===== src/hdl/cpa_pkg.sv =====
// ----------------------------------------------------------------------------
// cpa_pkg
// Shared widths, field layout and pass codes for the critical path core.
// ----------------------------------------------------------------------------
package cpa_pkg;

    // Fixed field widths
    localparam int VTX_W     = 5;   // zero-based vertex on the input side
    localparam int DUR_W     = 16;  // activity duration field
    localparam int VC_W      = 6;   // vertex_count register
    localparam int OUT_VTX_W = 6;   // one-based vertex on the result side

    localparam logic [VC_W-1:0] VC_RESET = 6'd9;
    localparam logic [VC_W-1:0] VC_MIN   = 6'd2;

    // Stream widths
    localparam int S_TDATA_W = 32;  // tail, head, duration, zero pad
    localparam int M_TDATA_W = 16;  // from, to, zero pad
    localparam int M_TUSER_W = 2;   // is_edge, overflow

    // Which sweep of the network the sequencer is in
    typedef enum logic [1:0] {
        PASS_FWD,
        PASS_BWD,
        PASS_EMIT
    } pass_t;

endpackage


===== src/hdl/critical_path_aoe_core.sv =====
// ----------------------------------------------------------------------------
// critical_path_aoe_core
// Critical path method over an activity-on-edge network loaded edge by edge.
//
// Each request on the s_ side carries one edge (tail, head, duration); the
// edge is stored in an edge memory and pushed on the front of its tail
// vertex's list, so every list runs newest edge first. Loading takes one
// request per cycle. An edge with a vertex at or above vertex_count is
// dropped quietly; an edge that arrives when the table is full is dropped
// and raises the overflow flag. The request with tlast set starts the run:
// a forward pass (earliest times), a backward pass seeded with the sink's
// earliest time (vertex 0 included), then an emit pass that walks the lists
// again in ascending tail order and sends every edge whose earliest start
// equals its latest start, one-based, with tlast on the final one. When no
// edge is critical a single request with is_edge low and zero vertices is
// sent. Afterwards the lists, edge count and overflow flag are cleared and
// the core takes new edges, even while the last result still waits on m_.
// Run time is set by the time memory and the edge memory, each with a
// registered read, walked by one sequencer; it grows with the vertex
// count, the stored edges and the critical edges, and any stall on
// m_tready adds to it. An edge with an out-of-range head skips the time
// read. vertex_count is written with cfg_we; the user must write it only
// while the core is idle, as the core itself does not enforce this. It is
// clamped to the range 2 .. min(MAX_VERTICES, 32).
// ----------------------------------------------------------------------------
module critical_path_aoe_core #(
    parameter int MAX_VERTICES = 32,   // 2 .. 1024, vertex slots = min(this, 32)
    parameter int MAX_EDGES    = 64,   // 1 .. 64, edge memory depth
    parameter int WEIGHT_BITS  = 16    // 4 .. 32, stored duration bits
) (
    input  logic                            aclk,
    input  logic                            aresetn,

    // vertex_count register
    input  logic                            cfg_we,
    input  logic [cpa_pkg::VC_W-1:0]        cfg_wdata,

    // edge requests
    input  logic                            s_tvalid,
    output logic                            s_tready,
    input  logic [cpa_pkg::S_TDATA_W-1:0]   s_tdata,   // tail[4:0], head[9:5],
                                                       // duration[25:10], pad
    input  logic                            s_tlast,   // last_edge

    // critical edge results
    output logic                            m_tvalid,
    input  logic                            m_tready,
    output logic [cpa_pkg::M_TDATA_W-1:0]   m_tdata,   // from_vertex[5:0],
                                                       // to_vertex[11:6], pad
    output logic [cpa_pkg::M_TUSER_W-1:0]   m_tuser,   // is_edge[0], overflow[1]
    output logic                            m_tlast    // last_result
);

    // ------------------------------------------------------------------
    // Derived sizes
    // ------------------------------------------------------------------
    localparam int V_SLOTS = (MAX_VERTICES < 32) ? MAX_VERTICES : 32;
    localparam int VIDX_W  = $clog2(V_SLOTS);
    localparam int EIDX_W  = (MAX_EDGES > 1) ? $clog2(MAX_EDGES) : 1;
    localparam int LINK_W  = EIDX_W + 1;               // msb set = end of list
    localparam int CNT_W   = $clog2(MAX_EDGES + 1);
    // Event times never exceed the sum of all weights; latest times never
    // drop below minus that sum. One more bit for the sign.
    localparam int TIME_W  = WEIGHT_BITS + $clog2(MAX_EDGES + 1) + 1;
    localparam int TADDR_W = VIDX_W + 1;               // {latest select, vertex}
    localparam int TDEPTH  = 2 * (2 ** VIDX_W);
    localparam int PAD_W   = cpa_pkg::M_TDATA_W - 2 * cpa_pkg::OUT_VTX_W;

    localparam logic [LINK_W-1:0]        LINK_NULL = LINK_W'(1) << EIDX_W;
    localparam logic [cpa_pkg::VC_W-1:0] VC_LIM    = cpa_pkg::VC_W'(V_SLOTS);
    localparam logic [CNT_W-1:0]         CNT_FULL  = CNT_W'(MAX_EDGES);

    typedef struct packed {
        logic [VIDX_W-1:0]      target;
        logic [WEIGHT_BITS-1:0] weight;
        logic [LINK_W-1:0]      next;
    } edge_t;

    typedef enum logic [3:0] {
        ST_IDLE,     // take edge requests
        ST_VSTART,   // read time of vertex i, fetch its list head
        ST_VLOAD,    // latch vertex time, read first edge
        ST_EREAD,    // edge word back, read time of its head
        ST_TREAD,    // head time back, relax / compare
        ST_ENEXT,    // follow the list link
        ST_VEND,     // close vertex, step i, change pass or finish
        ST_PUSH,     // hand a critical edge to the hold slot
        ST_FINAL     // send last result, clear lists
    } state_t;

    // ------------------------------------------------------------------
    // Input field split
    // ------------------------------------------------------------------
    logic [cpa_pkg::VTX_W-1:0] tail_in;
    logic [cpa_pkg::VTX_W-1:0] head_in;
    logic [cpa_pkg::DUR_W-1:0] dur_in;

    assign tail_in = s_tdata[cpa_pkg::VTX_W-1:0];
    assign head_in = s_tdata[2*cpa_pkg::VTX_W-1:cpa_pkg::VTX_W];
    assign dur_in  = s_tdata[2*cpa_pkg::VTX_W+cpa_pkg::DUR_W-1:2*cpa_pkg::VTX_W];

    // ------------------------------------------------------------------
    // Registers
    // ------------------------------------------------------------------
    state_t                     state_reg, state_next;
    cpa_pkg::pass_t             pass_reg, pass_next;
    logic [cpa_pkg::VC_W-1:0]   vc_reg, vc_next;
    logic [CNT_W-1:0]           cnt_reg, cnt_next;
    logic                       ovf_reg, ovf_next;
    logic [LINK_W-1:0]          first_reg [V_SLOTS];
    logic [LINK_W-1:0]          first_next [V_SLOTS];
    logic [V_SLOTS-1:0]         fv_reg, fv_next;      // list head valid
    logic [V_SLOTS-1:0]         ev_reg, ev_next;      // earliest time written
    logic [V_SLOTS-1:0]         lv_reg, lv_next;      // latest time written

    logic [VIDX_W-1:0]          i_reg, i_next;
    logic [LINK_W-1:0]          p_reg, p_next;
    logic [VIDX_W-1:0]          k_reg, k_next;
    logic [WEIGHT_BITS-1:0]     w_reg, w_next;
    logic signed [TIME_W-1:0]   ei_reg, ei_next;      // earliest time of i
    logic signed [TIME_W-1:0]   li_reg, li_next;      // running latest of i
    logic signed [TIME_W-1:0]   sink_reg, sink_next;  // sink earliest time

    logic [VIDX_W-1:0]          cand_i_reg, cand_i_next;
    logic [VIDX_W-1:0]          cand_k_reg, cand_k_next;
    logic                       pend_valid_reg, pend_valid_next;
    logic [VIDX_W-1:0]          pend_i_reg, pend_i_next;
    logic [VIDX_W-1:0]          pend_k_reg, pend_k_next;

    logic                               m_valid_reg, m_valid_next;
    logic [cpa_pkg::OUT_VTX_W-1:0]      m_from_reg, m_from_next;
    logic [cpa_pkg::OUT_VTX_W-1:0]      m_to_reg, m_to_next;
    logic                               m_edge_reg, m_edge_next;
    logic                               m_ovf_reg, m_ovf_next;
    logic                               m_last_reg, m_last_next;

    // ------------------------------------------------------------------
    // Memories: edge table and vertex times
    // ------------------------------------------------------------------
    edge_t                      edge_mem [MAX_EDGES];
    edge_t                      edge_rd_reg;
    logic                       edge_we, edge_re;
    logic [EIDX_W-1:0]          edge_waddr, edge_raddr;
    edge_t                      edge_wdata;

    logic signed [TIME_W-1:0]   time_mem [TDEPTH];
    logic signed [TIME_W-1:0]   time_rd_reg;
    logic                       time_we, time_re;
    logic [TADDR_W-1:0]         time_waddr, time_raddr;
    logic signed [TIME_W-1:0]   time_wdata;

    always_ff @(posedge aclk) begin
        if (edge_we) begin
            edge_mem[edge_waddr] <= edge_wdata;
        end
        if (edge_re) begin
            edge_rd_reg <= edge_mem[edge_raddr];
        end
    end

    always_ff @(posedge aclk) begin
        if (time_we) begin
            time_mem[time_waddr] <= time_wdata;
        end
        if (time_re) begin
            time_rd_reg <= time_mem[time_raddr];
        end
    end

    // ------------------------------------------------------------------
    // Datapath helpers
    // ------------------------------------------------------------------
    logic [cpa_pkg::VC_W-1:0]   n_eff;
    logic                       in_accept;
    logic                       in_range;
    logic                       out_free;
    logic                       i_is_sink;
    logic                       head_out;         // stored head no longer below n
    logic                       k_is_i;
    logic signed [TIME_W-1:0]   w_ext;
    logic signed [TIME_W-1:0]   tk;               // time of head vertex k
    logic signed [TIME_W-1:0]   fwd_sum;
    logic signed [TIME_W-1:0]   bwd_diff;

    // clamp vertex_count to 2 .. slot count
    assign n_eff = (vc_reg < cpa_pkg::VC_MIN) ? cpa_pkg::VC_MIN :
                   (vc_reg > VC_LIM)          ? VC_LIM : vc_reg;

    assign s_tready  = (state_reg == ST_IDLE);
    assign in_accept = s_tvalid && s_tready;
    assign in_range  = (cpa_pkg::VC_W'(tail_in) < n_eff) &&
                       (cpa_pkg::VC_W'(head_in) < n_eff);
    assign out_free  = !m_valid_reg || m_tready;
    assign i_is_sink = (cpa_pkg::VC_W'(i_reg) == (n_eff - cpa_pkg::VC_W'(1)));
    assign head_out  = (cpa_pkg::VC_W'(edge_rd_reg.target) >= n_eff);
    assign k_is_i    = (k_reg == i_reg);
    assign w_ext     = TIME_W'(w_reg);
    assign fwd_sum   = ei_reg + w_ext;
    assign bwd_diff  = tk - w_ext;

    // Head time: unwritten earliest reads 0, unwritten latest reads the sink
    // time. In the forward and backward passes a self loop sees the running value of its own vertex.
    always_comb begin
        case (pass_reg)
            cpa_pkg::PASS_FWD: begin
                if (k_is_i)
                    tk = ei_reg;
                else if (ev_reg[k_reg])
                    tk = time_rd_reg;
                else
                    tk = '0;
            end
            cpa_pkg::PASS_BWD: begin
                if (k_is_i)
                    tk = li_reg;
                else if (lv_reg[k_reg])
                    tk = time_rd_reg;
                else
                    tk = sink_reg;
            end
            default: begin
                tk = lv_reg[k_reg] ? time_rd_reg : sink_reg;
            end
        endcase
    end

    // ------------------------------------------------------------------
    // Sequencer
    // ------------------------------------------------------------------
    always_comb begin
        state_next      = state_reg;
        pass_next       = pass_reg;
        vc_next         = cfg_we ? cfg_wdata : vc_reg;
        cnt_next        = cnt_reg;
        ovf_next        = ovf_reg;
        first_next      = first_reg;
        fv_next         = fv_reg;
        ev_next         = ev_reg;
        lv_next         = lv_reg;
        i_next          = i_reg;
        p_next          = p_reg;
        k_next          = k_reg;
        w_next          = w_reg;
        ei_next         = ei_reg;
        li_next         = li_reg;
        sink_next       = sink_reg;
        cand_i_next     = cand_i_reg;
        cand_k_next     = cand_k_reg;
        pend_valid_next = pend_valid_reg;
        pend_i_next     = pend_i_reg;
        pend_k_next     = pend_k_reg;

        m_valid_next    = m_valid_reg && !m_tready;
        m_from_next     = m_from_reg;
        m_to_next       = m_to_reg;
        m_edge_next     = m_edge_reg;
        m_ovf_next      = m_ovf_reg;
        m_last_next     = m_last_reg;

        edge_we    = 1'b0;
        edge_waddr = '0;
        edge_wdata = '0;
        edge_re    = 1'b0;
        edge_raddr = '0;
        time_we    = 1'b0;
        time_waddr = '0;
        time_wdata = '0;
        time_re    = 1'b0;
        time_raddr = '0;

        case (state_reg)
            ST_IDLE: begin
                if (in_accept) begin
                    if (in_range) begin
                        if (cnt_reg != CNT_FULL) begin
                            // push on front of the tail's list
                            edge_we           = 1'b1;
                            edge_waddr        = cnt_reg[EIDX_W-1:0];
                            edge_wdata.target = head_in[VIDX_W-1:0];
                            edge_wdata.weight = WEIGHT_BITS'(dur_in);
                            edge_wdata.next   = fv_reg[tail_in[VIDX_W-1:0]] ?
                                                first_reg[tail_in[VIDX_W-1:0]] :
                                                LINK_NULL;
                            first_next[tail_in[VIDX_W-1:0]] =
                                {1'b0, cnt_reg[EIDX_W-1:0]};
                            fv_next[tail_in[VIDX_W-1:0]] = 1'b1;
                            cnt_next = cnt_reg + CNT_W'(1);
                        end else begin
                            ovf_next = 1'b1;
                        end
                    end
                    if (s_tlast) begin
                        ev_next    = '0;
                        lv_next    = '0;
                        pass_next  = cpa_pkg::PASS_FWD;
                        i_next     = '0;
                        state_next = ST_VSTART;
                    end
                end
            end

            ST_VSTART: begin
                time_re    = 1'b1;
                time_raddr = {1'b0, i_reg};
                p_next     = fv_reg[i_reg] ? first_reg[i_reg] : LINK_NULL;
                state_next = ST_VLOAD;
            end

            ST_VLOAD: begin
                ei_next = ev_reg[i_reg] ? time_rd_reg : '0;
                li_next = sink_reg;
                if (p_reg[LINK_W-1]) begin
                    state_next = ST_VEND;
                end else begin
                    edge_re    = 1'b1;
                    edge_raddr = p_reg[EIDX_W-1:0];
                    state_next = ST_EREAD;
                end
            end

            ST_EREAD: begin
                k_next = edge_rd_reg.target;
                w_next = edge_rd_reg.weight;
                p_next = edge_rd_reg.next;
                if (head_out) begin
                    state_next = ST_ENEXT;
                end else begin
                    time_re    = 1'b1;
                    time_raddr = {(pass_reg != cpa_pkg::PASS_FWD), edge_rd_reg.target};
                    state_next = ST_TREAD;
                end
            end

            ST_TREAD: begin
                state_next = ST_ENEXT;
                case (pass_reg)
                    cpa_pkg::PASS_FWD: begin
                        if (fwd_sum > tk) begin
                            time_we    = 1'b1;
                            time_waddr = {1'b0, k_reg};
                            time_wdata = fwd_sum;
                            ev_next[k_reg] = 1'b1;
                            if (k_is_i) begin
                                ei_next = fwd_sum;
                            end
                        end
                    end
                    cpa_pkg::PASS_BWD: begin
                        if (bwd_diff < li_reg) begin
                            li_next = bwd_diff;
                        end
                    end
                    default: begin
                        if (ei_reg == bwd_diff) begin
                            cand_i_next = i_reg;
                            cand_k_next = k_reg;
                            state_next  = ST_PUSH;
                        end
                    end
                endcase
            end

            ST_ENEXT: begin
                if (p_reg[LINK_W-1]) begin
                    state_next = ST_VEND;
                end else begin
                    edge_re    = 1'b1;
                    edge_raddr = p_reg[EIDX_W-1:0];
                    state_next = ST_EREAD;
                end
            end

            ST_VEND: begin
                state_next = ST_VSTART;
                case (pass_reg)
                    cpa_pkg::PASS_FWD: begin
                        if (i_is_sink) begin
                            sink_next = ei_reg;
                            pass_next = cpa_pkg::PASS_BWD;
                            i_next    = VIDX_W'(n_eff - cpa_pkg::VC_W'(2));
                        end else begin
                            i_next = i_reg + VIDX_W'(1);
                        end
                    end
                    cpa_pkg::PASS_BWD: begin
                        time_we        = 1'b1;
                        time_waddr     = {1'b1, i_reg};
                        time_wdata     = li_reg;
                        lv_next[i_reg] = 1'b1;
                        if (i_reg == '0) begin
                            pass_next = cpa_pkg::PASS_EMIT;
                        end else begin
                            i_next = i_reg - VIDX_W'(1);
                        end
                    end
                    default: begin
                        if (i_is_sink) begin
                            state_next = ST_FINAL;
                        end else begin
                            i_next = i_reg + VIDX_W'(1);
                        end
                    end
                endcase
            end

            // One critical edge is held back so the final one can carry tlast.
            ST_PUSH: begin
                if (!pend_valid_reg) begin
                    pend_valid_next = 1'b1;
                    pend_i_next     = cand_i_reg;
                    pend_k_next     = cand_k_reg;
                    state_next      = ST_ENEXT;
                end else if (out_free) begin
                    m_valid_next = 1'b1;
                    m_from_next  = cpa_pkg::OUT_VTX_W'(pend_i_reg) +
                                   cpa_pkg::OUT_VTX_W'(1);
                    m_to_next    = cpa_pkg::OUT_VTX_W'(pend_k_reg) +
                                   cpa_pkg::OUT_VTX_W'(1);
                    m_edge_next  = 1'b1;
                    m_ovf_next   = ovf_reg;
                    m_last_next  = 1'b0;
                    pend_i_next  = cand_i_reg;
                    pend_k_next  = cand_k_reg;
                    state_next   = ST_ENEXT;
                end
            end

            ST_FINAL: begin
                if (out_free) begin
                    m_valid_next = 1'b1;
                    if (pend_valid_reg) begin
                        m_from_next = cpa_pkg::OUT_VTX_W'(pend_i_reg) +
                                      cpa_pkg::OUT_VTX_W'(1);
                        m_to_next   = cpa_pkg::OUT_VTX_W'(pend_k_reg) +
                                      cpa_pkg::OUT_VTX_W'(1);
                        m_edge_next = 1'b1;
                    end else begin
                        m_from_next = '0;
                        m_to_next   = '0;
                        m_edge_next = 1'b0;
                    end
                    m_ovf_next      = ovf_reg;
                    m_last_next     = 1'b1;
                    pend_valid_next = 1'b0;
                    fv_next         = '0;
                    cnt_next        = '0;
                    ovf_next        = 1'b0;
                    state_next      = ST_IDLE;
                end
            end

            default: begin
                state_next = ST_IDLE;
            end
        endcase
    end

    always_ff @(posedge aclk) begin
        first_reg   <= first_next;
        i_reg       <= i_next;
        p_reg       <= p_next;
        k_reg       <= k_next;
        w_reg       <= w_next;
        ei_reg      <= ei_next;
        li_reg      <= li_next;
        sink_reg    <= sink_next;
        cand_i_reg  <= cand_i_next;
        cand_k_reg  <= cand_k_next;
        pend_i_reg  <= pend_i_next;
        pend_k_reg  <= pend_k_next;
        m_from_reg  <= m_from_next;
        m_to_reg    <= m_to_next;
        m_edge_reg  <= m_edge_next;
        m_ovf_reg   <= m_ovf_next;
        m_last_reg  <= m_last_next;
        if (!aresetn) begin
            state_reg      <= ST_IDLE;
            pass_reg       <= cpa_pkg::PASS_FWD;
            vc_reg         <= cpa_pkg::VC_RESET;
            cnt_reg        <= '0;
            ovf_reg        <= 1'b0;
            fv_reg         <= '0;
            ev_reg         <= '0;
            lv_reg         <= '0;
            pend_valid_reg <= 1'b0;
            m_valid_reg    <= 1'b0;
        end else begin
            state_reg      <= state_next;
            pass_reg       <= pass_next;
            vc_reg         <= vc_next;
            cnt_reg        <= cnt_next;
            ovf_reg        <= ovf_next;
            fv_reg         <= fv_next;
            ev_reg         <= ev_next;
            lv_reg         <= lv_next;
            pend_valid_reg <= pend_valid_next;
            m_valid_reg    <= m_valid_next;
        end
    end

    // ------------------------------------------------------------------
    // Result port
    // ------------------------------------------------------------------
    assign m_tvalid = m_valid_reg;
    assign m_tdata  = {{PAD_W{1'b0}}, m_to_reg, m_from_reg};
    assign m_tuser  = {m_ovf_reg, m_edge_reg};
    assign m_tlast  = m_last_reg;

endmodule

===== config.mk =====
export PLATFORM = sky130hd
export DESIGN_NAME = critical_path_aoe_core
export DESIGN_NICKNAME = d
export VERILOG_FILES = /design/src/hdl/cpa_pkg.sv /design/src/hdl/critical_path_aoe_core.sv
export SDC_FILE = /design/constraint.sdc
export NUM_CORES = 2
export LEC_CHECK = 0
export BUFFER_PORTS_ARGS = -buffer_cell sky130_fd_sc_hd__buf_2
export CAP_MARGIN = 15
export CORE_ASPECT_RATIO = 2
export CORE_MARGIN = 8
export CORE_UTILIZATION = 35
export DETAILED_ROUTE_END_ITERATION = 7
export GPL_ROUTABILITY_DRIVEN = 0
export HOLD_SLACK_MARGIN = 0.12
export PLACE_DENSITY = 0.52
export SETUP_SLACK_MARGIN = 0.02
export SYNTH_ARGS = -nofsm -noshare
export SYNTH_HDL_FRONTEND = slang
export SYNTH_SLANG_ARGS = --single-unit

===== constraint.sdc =====
create_clock -name aclk -period 19.45 [get_ports aclk]
set_clock_uncertainty 0.15 [all_clocks]
set_input_delay 3.89 -clock aclk [delete_from_list [all_inputs] [get_ports aclk]]
set_output_delay 3.89 -clock aclk [all_outputs]
set_load 0.05 [all_outputs]

Yosys cells after proc, flatten, opt, wreduce, memory -nomap -nowiden
Memory sizes are Yosys's and may differ from the RTL's. A register that Yosys moved wholly into a read port is not among the register bits.
Index checks and enable logic that the tools add are counted.
{ "totals": {"output_inout_bits": 21, "ff_bits": 482, "n_memories": 2, "elab_cells": 317, "ramBits": 3328, "in_bits": 44} }
{ "classes": {"n_eq_ne": 34, "bitwise": 6, "mux": 154, "magnitude_cmp": 16, "reduce_logical": 38, "n_addsub": 9} }
{ "memory_table": {"columns": ["name", "depth", "word_bits", "read_ports", "rd_clocked_by_memory_dff", "wr", "line", "source"], "rows": [
  ["edge_mem", 64, 28, 1, 1, 1, "critical_path_aoe_core.sv:140", "edge_t edge_mem [MAX_EDGES];"],
  ["time_mem", 64, 24, 1, 1, 1, "critical_path_aoe_core.sv:146", "logic signed [TIME_W-1:0] time_mem [TDEPTH];"]
]} }
{ "ops": {"columns": ["op", "count"], "rows": [
  ["24-bit 2-to-1 mux", 13],
  ["32-bit 2-to-1 mux", 9],
  ["224-bit bitwise mux", 1],
  ["24-bit one-hot mux with 2 select lines", 4],
  ["32-bit one-hot mux with 2 select lines", 3],
  ["28-bit 2-to-1 mux", 4],
  ["6-bit 2-to-1 mux", 18],
  ["32-bit bitwise OR", 3],
  ["7-bit 2-to-1 mux", 11],
  ["7-bit binary-select mux with 5-bit select", 2],
  ["5-bit 2-to-1 mux", 11],
  ["6-bit one-hot mux with 2 select lines", 4],
  ["1-bit 2-to-1 mux", 36],
  ["7-bit demux with 5-bit select", 1],
  ["4-bit one-hot mux with 8 select lines", 1],
  ["4-bit 2-to-1 mux", 7],
  ["7-bit one-hot mux with 2 select lines", 2],
  ["1-bit binary-select mux with 5-bit select", 5],
  ["24-bit by 17-bit adder with 24-bit output", 1],
  ["24-bit == test", 1],
  ["24-bit > comparator", 1],
  ["24-bit less-than comparator", 1],
  ["24-bit by 17-bit subtractor with 24-bit output", 1],
  ["2-bit inequality test, second input constant", 10],
  ["46 further kinds", 107]
]} }

Logic depth before layout (Yosys ltp)
{ "logic_depth": {"depth_word": 11, "ltp_mapped": 33, "depth_no_buf": 29} }

Worst setup path after synthesis
OpenSTA, ideal clock, no wires.
{ "synth_path": {"kind": "flip-flop to flip-flop", "start": "reg w_reg[1]", "end": "mem time_mem[0][0] in the netlist's numbering (data pin)", "path_slack_ps": 10535, "required_time_ps": 18598, "path_stages_with_launch": 27, "setup_time_ps": 702, "n_path_buf": 2, "arrival_ps": 8063, "synth_period_minus_slack_ps": 8915, "path_cell_list": "edfxtp_1 > ha_1 > a21o_1 > a21oi_1 > o21ai_0 > a21oi_1 > nand2b_1 > a21boi_0 > o31a_1 > o41ai_1 > o211ai_1 > nand3_1 > xor2_1 > inv_1 > ha_1 > a21o_1 > a21o_1 > a21o_1 > a21o_1 > a21o_1 > a21oi_1 > nor2b_1 > or4_1 > mux2_2 > clkbuf_1 > clkbuf_1 > o21ai_0"} }
{ "synth_via": {"elab_chain_cells": 5} }
{ "synth_rtl": {"columns": ["element", "line", "source"], "rows": [
  ["start, declared", "critical_path_aoe_core.sv:119", "logic [WEIGHT_BITS-1:0] w_reg, w_next;"],
  ["start signal, assigned", "critical_path_aoe_core.sv:463", "w_reg <= w_next;"],
  ["24-bit by 17-bit adder with 24-bit output", "critical_path_aoe_core.sv:198", "assign fwd_sum = ei_reg + w_ext;"],
  ["24-bit > comparator", "critical_path_aoe_core.sv:338", "if (fwd_sum > tk) begin"],
  ["24-bit 2-to-1 mux", "critical_path_aoe_core.sv:338", null],
  ["24-bit 2-to-1 mux", "critical_path_aoe_core.sv:336", "case (pass_reg)"],
  ["24-bit one-hot mux with 2 select lines", "critical_path_aoe_core.sv:271", "case (state_reg)"],
  ["via time_wdata[0]", "critical_path_aoe_core.sv:150", "logic signed [TIME_W-1:0] time_wdata;"],
  ["end, declared", "critical_path_aoe_core.sv:146", null]
]} }
The timed path passes the listed nets, and every way through them passes these cells.

Worst setup path after layout
{ "layout_path": {"start": "reg ei_reg[0]", "end": "mem time_mem[18][5] in the netlist's numbering, enable pin"} }
{ "layout_via": {"elab_chain_cells": 8, "elab_cells_between_ends": 12, "classes_between": "add/sub (1); order compare (1); mux (10)"} }
{ "layout_rtl": {"columns": ["element", "line", "source"], "rows": [
  ["start, declared", "critical_path_aoe_core.sv:120", "logic signed [TIME_W-1:0] ei_reg, ei_next;"],
  ["start signal, assigned", "critical_path_aoe_core.sv:464", "ei_reg <= ei_next;"],
  ["parallel branches: the longest is 2 deep, another holds 24-bit by 17-bit adder with 24-bit output", null, null],
  ["24-bit > comparator (*)", "critical_path_aoe_core.sv:338", null],
  ["1-bit 2-to-1 mux", "critical_path_aoe_core.sv:338", null],
  ["1-bit 2-to-1 mux", "critical_path_aoe_core.sv:336", null],
  ["1-bit one-hot mux with 2 select lines", "critical_path_aoe_core.sv:271", null],
  ["1-bit 2-to-1 mux", "critical_path_aoe_core.sv:162", "if (time_we) begin"],
  ["1-bit 2-to-1 mux (not written as such)", "critical_path_aoe_core.sv:163", "time_mem[time_waddr] <= time_wdata;"]
]} }
Mark *: on every way between the ends.

==> run summary <==
The flow ran to the end, and the final reports show no timing, DRC or antenna violations. The logs give 0.3507 for the initial standard-cell utilization of the core and 93,420 for the vias after detailed routing. The area share of the leading cell type in the synthesized netlist is 0.7093. Startpoint class of the critical path: a flop. For this run, the detailed router's first-pass iteration total came to 6.

In this run, CTS created clock tree buffers numbering 349. The detailed placement HPWL was 326.2 mm; the total placed cells including tap cells was 15,680. The worst register-to-register path begins at ei_reg[0]. The min-delay analysis places its worst path in the category reg -> reg. After global routing the overflow that remains totals 0.

For the deepest clock path buffer count, the log shows 4. The number of pins exceeding their max-slew limit in the final report is 0, and the per-instance average area after synthesis is 15.63 sq um. In the final layout, the multi-input gates occupy 41,300 sq um. The number of enable-type register cells in the synthesized netlist works out to 3,712. The clock reaches the later pin of the worst-skew pair after 960 ps. The row count was 348; the power share of the clock group was 0.331. By area the synthesized netlist is led by edfxtp_1 71%, mux4_2 6.5%, or3_1 2.1%. Cell type with the largest total area after synthesis: edfxtp_1.

The number of gates resized after CTS is 0, and the max-slew headroom at the worst pin is 0.1572. The die is 963.6 um tall. The run gives 0 as the number of endpoints with negative hold slack in the final report. The number of global-route vias before repair was 96,600. In this run the power spent charging and discharging nets is 6.704 mW. The cell at the root of the clock tree is clkbuf_16. The maximum vdd drop is 0.00008520 V, and the share of the clock period used by the worst path after layout is 0.4891. The count of different cell masters after synthesis is 91, and the combined flip-flop and latch cell area is 113,800 sq um.

Power spread over the standard cell area amounts to 120.8 nW/um^2. Once the clock tree was built, the setup fixing pass inserted 0 buffers. The ratio of cells with drive above 1 in the final layout was 0.1616. The H-tree generated during clock tree synthesis spans 5 levels. The logs give 518.3 mm for the wire length after detailed routing and 0.1051 GHz for the achievable clock frequency.

Relative to the synthesized area, the layout overhead comes to 13.27%. Family of cells with the greatest summed delay on the critical path: compound AO/OA/AOI/OAI gates. The tools report the initial antenna violation count as 27.

The pin count of the biggest net entering global routing was 185. The setup check on the worst reg-to-reg path leaves a slack of 9940 ps. TritonCTS built the clock tree.

Together, buffers and inverters on the worst path number 5. Across the run, the number of max-cap violations was 0. For the gate count after technology mapping, the log shows 10,050. For the worst setup path, the data arrival time is 9900 ps. Setup violations remaining at the end of the flow were counted as 0.

The number of fill cells is 40,560, and the clock-pin transition on the worst setup and hold timing paths is 70 ps. The floorplan step set the die width to 489.8 um. Once layout is complete, the cells apart from fillers number 16,380. For the DRC marker count from the first detailed-route iteration, the log shows 8,327.

The clock period minus final worst setup slack was 9512 ps. The worst hold path stage count is 0. The most used flip-flop cell after synthesis is edfxtp_1.

The tree built by TritonCTS fans out to 3,830 sinks. During I/O placement, the number of pins put on the boundary was 65. The via density per instance is 5.703, and the combinational fraction of design power is 0.229.

The floorplan step defined a core boundary enclosing 448,000 sq um. The analysis attributes to cell leakage a power of 58.68 nW. STA classifies the critical path endpoint as a flop. Number of buffers inserted for hold repair after clock tree synthesis: 0. The synthesized cell area was 157,100 sq um; the critical path data required time was 19,840 ps. Along the worst path, the maximum fanout reaches 24.

The register with the most flip-flops in the layout has 1,792 of them. Count of port buffers added during placement: 54. The delay of the slowest cell on the worst path is 680 ps.

The critical path in this run is classified as reg -> reg. On the critical path, the stage with the largest delay is an instance of mux2_2. The area enclosed by the die boundary is 472,000 sq um. For the final routed database, the setup TNS stands at 0 ps.

The sequential fraction of design power came out at 0.440. After the last flow step, the layout net total stands at 10,240. The wire length per cell after detailed routing was 31.64 um. After synthesis the netlist holds a flip-flop and latch count of 3,830. Setup repair after global routing left no endpoint under its margin. Most used cell along the critical path: o21ai_0.

The first global-routing pass estimated 722.8 mm of wire. The tools report the end point of the critical path as time_mem[18][5]. Slew of the pin with the lowest slew margin: 1261 ps.

The proportion of register bits with asynchronous set or reset after synthesis is 0. The path depth of the worst reg2reg path works out to 28. For the number of synthesis warnings, the log shows 0. The tools report the internal portion of total power as 14.79 mW.

The switching portion of total power works out to 0.3119. The worst register-to-register path ends at time_mem[18][5]. Number of gates on the worst path with buffers counted: 28. Once detail routing completed, the nets flagged for antenna violations numbered 0. For this run, design rule violations remaining after detail routing come to 0. The most critical setup path has its startpoint at ei_reg[0]. The tools report the sequential cell area fraction in the yosys report as 0.7244.

The total global routing track utilization is 0.2129.
[metrics by stage]
| step | setup WS, ps | power (mW) | cell area [sq um] | utilization | hold WS (ps) |
|---|---|---|---|---|---|
| after detailed placement | 10020 | 14.54 | 166300 | 0.3712 | 255.7 |
| after CTS | 9897 | 21.64 | 177800 | 0.3968 | 262.4 |
| final | 9938 | 21.49 | 178000 | 0.3973 | 245.0 |
| after global routing | 9488 | 22.20 | 178000 | 0.3972 | 273.3 |
| after floorplan | 10530 | 12.54 | 157200 | - | 250.3 |
| after global placement | 9631 | 14.48 | 166300 | 0.3712 | 255.0 |
[routing by layer]
| layer | track usage | wire, um | vias up |
|---|---|---|---|
| met5 | 0 | 53 | - |
| met4 | 0.1888 | 55390 | 8 |
| met3 | 0.02618 | 24070 | 1238 |
| met2 | 0.3955 | 278500 | 3416 |
| met1 | 0.2032 | 160300 | 48510 |
| li1 | - | - | 40250 |
[cell usage in the layout (no fill, tap or decap), drive strengths merged, types with 36 or more instances in the layout]
cell type,synthesis,final
a211oi,103,103
o211ai,393,393
xnor2,55,55
a22oi,104,104
nor2,499,499
a21oi,292,292
ha,103,103
diode,0,80
nand3,170,170
mux2i,104,104
inv,100,122
a22o,69,69
nand4,45,45
xor2,37,37
or3,517,517
o22ai,269,269
bufinv,0,45
o31ai,42,42
and2,63,63
o311a,45,45
nor2b,36,36
clkbuf,619,416
nor3,253,253
dfxtp,118,118
clkinv,2,123
mux4,456,456
and3,72,72
o311ai,88,88
a31oi,106,106
o21ai,391,391
nand2,715,715
buf,141,440
edfxtp,3712,3712
[kinds of logic after synthesis]
| family | Yosys count | share of synthesized area |
|---|---|---|
| flip-flops | 3830 | 0.7244 |
| other | 1 | 0.00002386 |
| buffers and inverters | 862 | 0.02124 |
| adder cells (fa/ha/maj) | 105 | 0.008456 |
| XOR/XNOR | 94 | 0.005462 |
| AO/OA/AOI/OAI | 2131 | 0.09197 |
| AND/OR/NAND/NOR | 2464 | 0.07615 |
| multiplexers | 565 | 0.07234 |
[area by class of cell]
cell class              instances  share of cell area
repair buffers                440             0.01889
well taps                    5950             0.04182
inverters                     102            0.002193
clock inverters               200             0.01278
flip-flops and latches       3830              0.6395
clock buffers                 416             0.05165
diodes                         80            0.001125
multi-input cells            5363              0.2320
[power by group through the flow]
stage | sequential, mW | combinational, mW | clock (mW)
3_5_place_dp | 9.63 | 4.91 | 0
4_1_cts | 9.45 | 4.93 | 7.25
2_1_floorplan | 9.59 | 2.95 | 0
3_3_place_gp | 9.63 | 4.85 | 0
5_1_grt | 9.46 | 5.23 | 7.51
6_report | 9.46 | 4.93 | 7.11
[cell usage after synthesis (all sizes together) (72+ instances only)]
cell type and count:
edfxtp 3712, ha 103, nand2 715, clkbuf 619, nand3 170, o21ai 391, mux4 456, nor3 253
nor2 499, dfxtp 118, a22oi 104, a211oi 103, o22ai 269, and3 72, mux2i 104, buf 141
o211ai 393, a31oi 106, or3 517, o311ai 88, inv 100, a21oi 292
[worst min-delay path by stage]
stage	startpoint	endpoint	slack [ps]
after global routing	cand_i_reg[1]	pend_i_reg[1]	270
after floorplan	cand_i_reg[0]	pend_i_reg[0]	250
after CTS	edge_rd_reg[22]	w_reg[15]	260
final	edge_rd_reg[22]	w_reg[15]	250
after global placement	cand_i_reg[1]	pend_i_reg[1]	260
after detailed placement	cand_i_reg[1]	pend_i_reg[1]	260
[worst reg2reg max path: cells and delay by family, from the launching register on]
family,cells,cell delay [ps]
mux,1,680
flops,1,430
xor+xnor,1,410
buf+inv,5,1090
fa+ha+maj,3,970
simple gates,6,2080
compound gates,12,3210
Note: power is estimated with default switching activity, not from simulation.
